[config.mk]
export PLATFORM = sky130hd
export DESIGN_NAME = assoc_tag_store_age_replacement
export DESIGN_NICKNAME = d
export VERILOG_FILES = /design/src/design/atsar_pkg.sv /design/src/design/atsar_match.sv /design/src/design/atsar_victim.sv /design/src/design/assoc_tag_store_age_replacement.sv
export SDC_FILE = /design/constraint.sdc
export NUM_CORES = 2
export LEC_CHECK = 0
export BUFFER_PORTS_ARGS = -buffer_cell sky130_fd_sc_hd__buf_2
export CAP_MARGIN = 20
export CORE_MARGIN = 2
export CORE_UTILIZATION = 40
export CTS_CLUSTER_DIAMETER = 120
export DETAILED_ROUTE_END_ITERATION = 10
export MAX_ROUTING_LAYER = met4
export PLACE_DENSITY = 0.64
export SLEW_MARGIN = 40
export SYNTH_ARGS = -nofsm -noshare
export SYNTH_HDL_FRONTEND = slang
export SYNTH_SLANG_ARGS = --single-unit
[constraint.sdc]
create_clock -name clk -period 7.65 [get_ports clk]
set_input_delay 0.3825 -clock clk [delete_from_list [all_inputs] [get_ports clk]]
set_output_delay 0.3825 -clock clk [all_outputs]
set_load 0.005 [all_outputs]
[src/design/atsar_pkg.sv]
`timescale 1ns / 1ps
// ----------------------------------------------------------------------------
// atsar_pkg
// Shared types and constants for the associative tag store with age-based
// replacement.
// ----------------------------------------------------------------------------
package atsar_pkg;

    localparam int DEF_ENTRIES  = 10;
    localparam int DEF_KEY_BITS = 64;
    localparam int DEF_AGE_BITS = 16;

    localparam int KEY_W  = 64;
    localparam int SLOT_W = 4;

    localparam logic MODE_LOOKUP = 1'b0;
    localparam logic MODE_INSERT = 1'b1;

    typedef struct packed {
        logic             mode;
        logic [KEY_W-1:0] key;
    } req_t;

    typedef struct packed {
        logic              hit;
        logic [SLOT_W-1:0] slot;
        logic              replaced_used;
    } rsp_t;

endpackage

[src/design/atsar_match.sv]
`timescale 1ns / 1ps
// ----------------------------------------------------------------------------
// atsar_match
// Parallel key compare against every valid entry; lowest index wins.
// ----------------------------------------------------------------------------
module atsar_match
    import atsar_pkg::*;
#(
    parameter int ENTRIES  = DEF_ENTRIES,
    parameter int KEY_BITS = DEF_KEY_BITS,
    parameter int IDX_W    = $clog2(ENTRIES)
)
(
    input  logic [ENTRIES-1:0]  valid,
    input  logic [KEY_BITS-1:0] keys [ENTRIES],
    input  logic [KEY_BITS-1:0] key,
    output logic                hit,
    output logic [IDX_W-1:0]    idx
);

    logic [ENTRIES-1:0] eq;

    always_comb
    begin
        for (int i = 0; i < ENTRIES; i++)
        begin
            eq[i] = valid[i] && (keys[i] == key);
        end
    end

    // priority encode, lowest index first
    always_comb
    begin
        idx = '0;
        for (int i = ENTRIES - 1; i >= 0; i--)
        begin
            if (eq[i])
            begin
                idx = IDX_W'(i);
            end
        end
    end

    assign hit = |eq;

endmodule

[src/design/atsar_victim.sv]
`timescale 1ns / 1ps
// ----------------------------------------------------------------------------
// atsar_victim
// Picks the entry an insert writes: first free entry, else the oldest.
// ----------------------------------------------------------------------------
module atsar_victim
    import atsar_pkg::*;
#(
    parameter int ENTRIES  = DEF_ENTRIES,
    parameter int AGE_BITS = DEF_AGE_BITS,
    parameter int IDX_W    = $clog2(ENTRIES)
)
(
    input  logic [ENTRIES-1:0]  valid,
    input  logic [AGE_BITS-1:0] ages [ENTRIES],
    output logic [IDX_W-1:0]    idx,
    output logic                used
);

    logic [ENTRIES-1:0] is_max;
    logic [ENTRIES-1:0] cand;

    // entry i is the pick if strictly older than all below and no younger
    // than all above it
    always_comb
    begin
        for (int i = 0; i < ENTRIES; i++)
        begin
            is_max[i] = 1'b1;
            for (int j = 0; j < ENTRIES; j++)
            begin
                if (j < i)
                begin
                    if (!(ages[i] > ages[j]))
                    begin
                        is_max[i] = 1'b0;
                    end
                end
                else if (j > i)
                begin
                    if (ages[i] < ages[j])
                    begin
                        is_max[i] = 1'b0;
                    end
                end
            end
        end
    end

    assign used = &valid;
    assign cand = used ? is_max : ~valid;

    always_comb
    begin
        idx = '0;
        for (int i = ENTRIES - 1; i >= 0; i--)
        begin
            if (cand[i])
            begin
                idx = IDX_W'(i);
            end
        end
    end

endmodule

[src/design/assoc_tag_store_age_replacement.sv]
`timescale 1ns / 1ps
// ----------------------------------------------------------------------------
// assoc_tag_store_age_replacement
// Fully associative tag store with a saturating age counter per entry.
// ----------------------------------------------------------------------------
// Usage:
//   Request channel (req_valid / req_stall / req): mode selects lookup or
//   insert, key is the tag. Only the low KEY_BITS key bits are kept.
//   Response channel (rsp_valid / rsp_stall / rsp): one response per request,
//   in order: hit flag, slot index and whether an insert evicted a used entry.
//   A request is registered in the request register, its response in the
//   response register. One request is taken every cycle unless the receiver
//   stalls; each passes once through the parallel key compare and the age
//   maximum between the two registers, which also update the entry state.
//   Reset empties every entry and sets all ages to one; a request may be
//   sent in the first cycle after reset.
//   While the receiver stalls, the response register holds and one further
//   request waits in the request register; req_stall then goes high.
// ----------------------------------------------------------------------------
module assoc_tag_store_age_replacement
    import atsar_pkg::*;
#(
    parameter int ENTRIES  = DEF_ENTRIES,
    parameter int KEY_BITS = DEF_KEY_BITS,
    parameter int AGE_BITS = DEF_AGE_BITS
)
(
    input  logic clk,
    input  logic rst_n,
    input  logic req_valid,
    output logic req_stall,
    input  req_t req,
    output logic rsp_valid,
    input  logic rsp_stall,
    output rsp_t rsp
);

    localparam int IDX_W = $clog2(ENTRIES);
    localparam logic [AGE_BITS-1:0] AGE_ONE = AGE_BITS'(1);
    localparam logic [AGE_BITS-1:0] AGE_MAX = '1;

    logic                in_vld_reg;
    req_t                in_data_reg;
    logic                rsp_vld_reg;
    rsp_t                rsp_data_reg;
    rsp_t                rsp_next;

    logic [ENTRIES-1:0]  valid_reg;
    logic [ENTRIES-1:0]  valid_next;
    logic [AGE_BITS-1:0] age_reg  [ENTRIES];
    logic [AGE_BITS-1:0] age_next [ENTRIES];
    logic [KEY_BITS-1:0] key_reg  [ENTRIES];

    logic                adv;
    logic                proc;
    logic                is_ins;
    logic [KEY_BITS-1:0] key_cut;
    logic                m_hit;
    logic [IDX_W-1:0]    m_idx;
    logic [IDX_W-1:0]    v_idx;
    logic                v_used;
    logic [IDX_W-1:0]    slot_idx;
    logic [IDX_W+SLOT_W-1:0] slot_ext;

    assign adv       = !rsp_vld_reg || !rsp_stall;
    assign proc      = in_vld_reg && adv;
    assign req_stall = in_vld_reg && !adv;
    assign is_ins    = (in_data_reg.mode == MODE_INSERT);
    assign key_cut   = in_data_reg.key[KEY_BITS-1:0];

    atsar_match #(
        .ENTRIES  (ENTRIES),
        .KEY_BITS (KEY_BITS),
        .IDX_W    (IDX_W)
    ) u_match (
        .valid (valid_reg),
        .keys  (key_reg),
        .key   (key_cut),
        .hit   (m_hit),
        .idx   (m_idx)
    );

    atsar_victim #(
        .ENTRIES  (ENTRIES),
        .AGE_BITS (AGE_BITS),
        .IDX_W    (IDX_W)
    ) u_victim (
        .valid (valid_reg),
        .ages  (age_reg),
        .idx   (v_idx),
        .used  (v_used)
    );

    // request register
    always_ff @(posedge clk or negedge rst_n)
    begin
        if (!rst_n)
        begin
            in_vld_reg <= 1'b0;
        end
        else if (!req_stall)
        begin
            in_vld_reg <= req_valid;
        end
    end

    always_ff @(posedge clk)
    begin
        if (req_valid && !req_stall)
        begin
            in_data_reg <= req;
        end
    end

    // entry state update
    always_comb
    begin
        valid_next = valid_reg;
        for (int i = 0; i < ENTRIES; i++)
        begin
            age_next[i] = age_reg[i];
        end
        if (proc)
        begin
            if (is_ins)
            begin
                valid_next[v_idx] = 1'b1;
                age_next[v_idx]   = AGE_ONE;
            end
            else
            begin
                for (int i = 0; i < ENTRIES; i++)
                begin
                    if (m_hit && (m_idx == IDX_W'(i)))
                    begin
                        age_next[i] = AGE_ONE + AGE_ONE;
                    end
                    else if (age_reg[i] != AGE_MAX)
                    begin
                        age_next[i] = age_reg[i] + AGE_ONE;
                    end
                end
            end
        end
    end

    always_ff @(posedge clk or negedge rst_n)
    begin
        if (!rst_n)
        begin
            valid_reg <= '0;
            for (int i = 0; i < ENTRIES; i++)
            begin
                age_reg[i] <= AGE_ONE;
            end
        end
        else
        begin
            valid_reg <= valid_next;
            for (int i = 0; i < ENTRIES; i++)
            begin
                age_reg[i] <= age_next[i];
            end
        end
    end

    always_ff @(posedge clk)
    begin
        if (proc && is_ins)
        begin
            key_reg[v_idx] <= key_cut;
        end
    end

    // response
    always_comb
    begin
        if (is_ins)
        begin
            slot_idx = v_idx;
        end
        else if (m_hit)
        begin
            slot_idx = m_idx;
        end
        else
        begin
            slot_idx = '0;
        end
        slot_ext               = {{SLOT_W{1'b0}}, slot_idx};
        rsp_next.hit           = !is_ins && m_hit;
        rsp_next.slot          = slot_ext[SLOT_W-1:0];
        rsp_next.replaced_used = is_ins && v_used;
    end

    always_ff @(posedge clk or negedge rst_n)
    begin
        if (!rst_n)
        begin
            rsp_vld_reg <= 1'b0;
        end
        else if (adv)
        begin
            rsp_vld_reg <= in_vld_reg;
        end
    end

    always_ff @(posedge clk)
    begin
        if (proc)
        begin
            rsp_data_reg <= rsp_next;
        end
    end

    assign rsp_valid = rsp_vld_reg;
    assign rsp       = rsp_data_reg;

`ifndef SYNTHESIS
    a_ins_sets_valid: assert property (@(posedge clk) disable iff (!rst_n)
        (proc && is_ins) |=> valid_reg[$past(v_idx)])
        else $error("inserted entry not valid");

    a_free_no_evict: assert property (@(posedge clk) disable iff (!rst_n)
        (proc && is_ins && !(&valid_reg)) |=> !rsp_data_reg.replaced_used)
        else $error("eviction reported while a free entry existed");

    a_valid_monotonic: assert property (@(posedge clk) disable iff (!rst_n)
        1'b1 |=> ($countones(valid_reg) >= $past($countones(valid_reg))))
        else $error("valid entry count decreased");

    a_hit_not_evict: assert property (@(posedge clk) disable iff (!rst_n)
        rsp_vld_reg |-> !(rsp_data_reg.hit && rsp_data_reg.replaced_used))
        else $error("response flags both hit and eviction");
`endif

endmodule
; Word level (Yosys, flattened, before mapping)
; Cells that the tools add are included.
[totals]
word_cells = 366
register_bits = 883
[op_classes]
n_lt_le_gt_ge = 94
mux = 141
n_addsub = 10
bitwise = 6
reduce_logical = 58
eq_ne = 29
[ops]
columns = cell, n
row1 = > comparator 16 bit, 45
row2 = less-than comparator 16 bit, 45
row3 = bitwise mux 640 bit, 1
row4 = equality test 64 bit, 10
row5 = two-way mux 16 bit, 21
row6 = demux 64 bit (select 4 bit), 1
row7 = "adder 16 x 1 -> 16 bit, second input constant", 10
row8 = two-way mux 160 bit, 1
row9 = "!= test 16 bit, second input constant", 10
row10 = AND 150 bit, 1
row11 = NOT 150 bit, 1
row12 = two-way mux 1 bit, 91
row13 = two-way mux 4 bit, 22
row14 = demux 16 bit (select 4 bit), 1
row15 = two-way mux 64 bit, 1
row16 = nonzero test 3 bit, 10
row17 = logical AND 1 bit, 28
row18 = AND reduction 2 bit, 11
row19 = bitwise OR 10 bit, 2
row20 = "equality test 4 x 3 -> 1 bit, second input constant", 4
row21 = two-way mux 10 bit, 1
row22 = NOT 10 bit, 1
row23 = AND reduction 10 bit, 1
row24 = OR reduction 10 bit, 1
row25 = other kinds (12), 18

; Logic depth before layout (Yosys ltp)
[logic_depth]
depth_word = 29
depth_mapped = 17
ltp_nobuf = 14

; Modules after synthesis
; Synthesis repeated with hierarchy kept, for this count alone.
[hier_totals]
hier_cells = 4939
hier_area_um2 = 55456.9
[by_module_without_submodules]
columns = mod, cells_each, instances, area_each_um2
row1 = assoc_tag_store_age_replacement, 1905, 1, 31585.3
row2 = atsar_victim, 2000, 1, 16226.8
row3 = atsar_match, 1034, 1, 7644.8

; Worst setup path after synthesis
; OpenSTA, ideal clock, no wires.
[synth_path]
kind = register to register
from = register age_reg[5] in the netlist's numbering
to = register valid_reg[1]
t_arrival_ps = 8192
path_stages_with_launch = 15
t_required_ps = 7558
path_slack_ps = -634
synth_period_minus_slack_ps = 8284
cell_sequence = dfrtp_1 -> inv_1 -> ha_1 -> a2111o_1 -> a31oi_1 -> o21ai_1 -> a211o_1 -> or3_1 -> nor3_2 -> a21bo_1 -> a211oi_1 -> o41ai_4 -> nand2_2 -> nor3_1 -> or2_2
[synth_between]
elab_chain_cells = 26
word_cells_on_any_way = 53
cone_classes = order compare (20) / mux (31) / bitwise (1) / reduce/logical (1)
[synth_rtl]
columns = item, line
row1 = from (decl), assoc_tag_store_age_replacement.sv:50  ; logic [AGE_BITS-1:0] age_reg [ENTRIES];
row2 = "from (signal, indexed assignment)", assoc_tag_store_age_replacement.sv:162  ; age_reg[i] <= age_next[i];
row3 = > comparator 16 bit, atsar_victim.sv:34  ; if (!(ages[i] > ages[j]))
row4 = two-way mux 1 bit (9 in a row), atsar_victim.sv:34
row5 = two-way mux 10 bit (*), atsar_victim.sv:51  ; assign cand = used ? is_max : ~valid;
row6 = two-way mux 4 bit (9 in a row), atsar_victim.sv:58  ; if (cand[i])
row7 = two-way mux 4 bit (*), atsar_victim.sv:58
row8 = less-than comparator 4 x 5 -> 1 bit (not written as such) or greater-or-equal comparator 4 x 1 -> 1 bit (tied branches), assoc_tag_store_age_replacement.sv:127  ; valid_next[v_idx] = 1'b1;
row9 = logical AND 1 bit (not written as such), assoc_tag_store_age_replacement.sv:127
row10 = two-way mux 1 bit (not written as such), assoc_tag_store_age_replacement.sv:127
row11 = demux 1 bit (select 4 bit) (*), assoc_tag_store_age_replacement.sv:127
row12 = bitwise OR 10 bit (no line) (*), --
row13 = to (signal assigned), assoc_tag_store_age_replacement.sv:159  ; valid_reg <= valid_next;
row14 = to (decl), assoc_tag_store_age_replacement.sv:48  ; logic [ENTRIES-1:0] valid_reg;
; Every way passes the cells marked *; elsewhere a longest branch is shown, timed or not.
; A chain may end at the register's enable or synchronous reset.

==> impl_metrics.tcl <==
set metrics [dict create \
    synth_ff_type "edfxtp_1" \
    synthTopCellsByArea "edfxtp_1, ha_1, dfrtp_1" \
    p_leak_nw 24.00 \
    fin_util 0.4557 \
    synthMuxAreaShare 0.002237 \
    viasPerCell 6.308 \
    grt_pass1_wl_microns 299300 \
    routed_wl_microns 210600 \
    rows 136 \
    async_reset_ff_frac 0.1948 \
    insertion_delay_ps 770 \
    cts_tree "yes" \
    drc 0 \
    gp_congestion 1.088 \
    ioPinCount 77 \
    setup_viol 0 \
    dp.cells 6800 \
    ctsResizeCount 0 \
    grt_usage 0.3010 \
    slew_viol_final 0 \
    end_kind "flip-flop" \
    r2r-start "age_reg[155]" \
    root_buffer "clkbuf_16" \
    cts_max_path_buffers 3 \
    power.density_mw_per_mm2 302.0 \
    rr_worst_depth 15 \
    firstDrtPassIters 9 \
    min_period_over_period 0.8739 \
    syn_avg_cell_area_sq_um 11.28 \
    start_util 0.4028 \
    finalClockSkew_ps 80.59 \
    yosysWarningCount 0 \
    holdWs_ps 264.3 \
    final_cells 7043 \
    overflow 0 \
    final_cell_mix "ha_1, edfxtp_1, a21oi_1" \
    rrSetupSlack_ps 960 \
    period_needed_ps 6685 \
    clk_pin_slew_worst_paths_ps 60 \
    htree_levels 3 \
    synth_top_family_by_area "adder cells" \
    area_growth_pct 13.14 \
    yosys.area.top_type "edfxtp_1" \
    ant_nets 0 \
    drive_above_1_share 0.09015 \
    synthAdderAreaFrac 0.1609 \
    nets 5950 \
    synth_edf_count 711 \
    cts_made_buffers 92 \
    cts_sinks 883 \
    io_buffers 76 \
    syn_area_sq_mm 0.05538 \
    crit_path_start_kind "flip-flop" \
    die_w_microns 376.1 \
    grt_max_degree 80 \
    synthSimpleGateAreaFrac 0.1317 \
    num-fill-cells 12540 \
    cp.required_ps 8090 \
    coreArea_sq_mm 0.1375 \
    largest_register_ffs 640 \
    ys_seq_area_frac 0.4635 \
    ys_seq_elements 883 \
    drv_cap 0 \
    synth_compound_area_frac 0.1368 \
    hold_viol 0 \
    dr_total_vias 44430 \
    postSynthCellCount 4908 \
    slew_headroom 0.3293 \
    dieHeight_microns 376.1 \
    ys_types 112 \
    syn_nets 5689 \
    synthXorXnorAreaFrac 0.07607 \
    status "complete, no violations" \
    wl_per_cell_microns 29.90 \
    critical_path_class "flip-flop to flip-flop" \
    dp_hpwl_microns 147800 \
    worst_r2r_endpoint "key_reg[254]" \
    critPathMaxFanout 40 \
    rsz0062_at_grt "no" \
    drtIter0Drc 5016 \
    synth_top_area_frac 0.3855 \
    max_freq_mhz 149.6 \
    holdCritPathClass "input port to asynchronous set/reset pin" \
    dieArea_sq_mm 0.1414 \
    crit_arrival_ps 7130 \
    fin_total_pwr_mw 18.92 \
    antenna_found_initial 6 \
    grt_pass1_vias 42380 \
    ir_drop_v 0.0002291 \
    max_slew.worst_pin.slew_ps 1005 \
    final_common_cell "ha_1" \
]
==> area by class of cell <==
class,instances,area (sq um),share of cell area
clock inverter,52,656.9,0.01048
antenna,2,5.005,0.00007988
sequential,883,25670,0.4098
inverter,276,1037,0.01655
multi-input combinational,3632,28290,0.4515
timing repair buffer,284,2271,0.03624
clock buffer,120,2477,0.03954
tap,1794,2245,0.03582
==> synth_stat cells (18+ instances only) <==
master / count
nand4_1: 188
dfrtp_1: 162
edfxtp_1: 711
nor2_1: 153
nand3_1: 183
nor3_1: 87
or3_1: 34
o22ai_1: 48
nand2_1: 222
or2_2: 20
a2111oi_0: 19
a211oi_1: 42
xor2_1: 206
nand2b_1: 88
and3_1: 64
nor2b_1: 78
o221ai_1: 28
ha_1: 712
xnor2_1: 275
and4_1: 18
a221o_1: 21
o211ai_1: 45
a22o_1: 42
nor4_1: 123
inv_1: 270
a21oi_1: 286
a31oi_1: 44
o21a_1: 33
o2111ai_1: 29
o21ai_0: 147
clkbuf_1: 32
a221oi_1: 23
o2bb2ai_1: 38
a21o_1: 71
buf_2: 75
==> logic make-up after synthesis <==
| group | Yosys count |
|---|---|
| adders and majority gates | 712 |
| buffers and inverters | 393 |
| xor gates and xnor gates | 481 |
| AOI/OAI and AO/OA | 1091 |
| DFF | 883 |
| and+or+nand+nor | 1336 |
| muxes | 12 |
==> routing by layer <==
metal,part of all wire,global-route usage
met1,0.39,0.3709
met2,0.44,0.4549
met3,0.091,0.05764
met4,0.077,0.1905
met5,0,-
==> worst max-delay path, stage by stage, from the launching register on <==
cell	delay [ps]
dfrtp_1	410
clkinv_1	760
ha_1	650
nand2_1	80
or4_1	550
o21a_1	210
a31o_1	290
or3_1	420
nor4_1	610
a211oi_1	180
o211a_2	200
o41ai_4	140
nand2_2	360
nand4_1	410
clkinv_2	630
buf_4	490
==> stage by stage <==
stage | instance area [sq um] | worst slack (ps) | setup TNS [ps]
2_1_floorplan | 55380 | -634.0 | -77910
3_3_place_gp | 58580 | 1485 | 0
3_5_place_dp | 58800 | 1520 | 0
4_1_cts | 62620 | 1537 | 0
5_1_grt | 62660 | 792.7 | 0
6_report | 62660 | 964.6 | 0
==> worst max path at each step <==
stage / from / endpoint / slack [ps] / cells past startpoint
2_1_floorplan: age_reg[5] / valid_reg[1] / -630 / 14
3_3_place_gp: age_reg[9] / key_reg[255] / 1480 / 13
3_5_place_dp: age_reg[90] / key_reg[255] / 1520 / 14
4_1_cts: age_reg[137] / key_reg[135] / 1540 / 14
5_1_grt: age_reg[155] / key_reg[205] / 790 / 15
6_report: age_reg[155] / key_reg[254] / 960 / 15
==> what timing repair did <==
item / CTS / global route
hold endpoints to repair: 140 / 0
setup buffers: 0 / 0
setup endpoints to repair: 0 / 0
hold buffers: 69 / 0
==> power breakdown <==
part / internal [mW] / leakage [nW] / switching (mW)
sequential: 5.75 / 8.52 / 1.28
clock: 2.62 / 1.50 / 2.07
combinational: 2.73 / 14.0 / 4.48
total: 11.1 / 24.0 / 7.82
No activity file was read; power rests on OpenSTA's default activity.
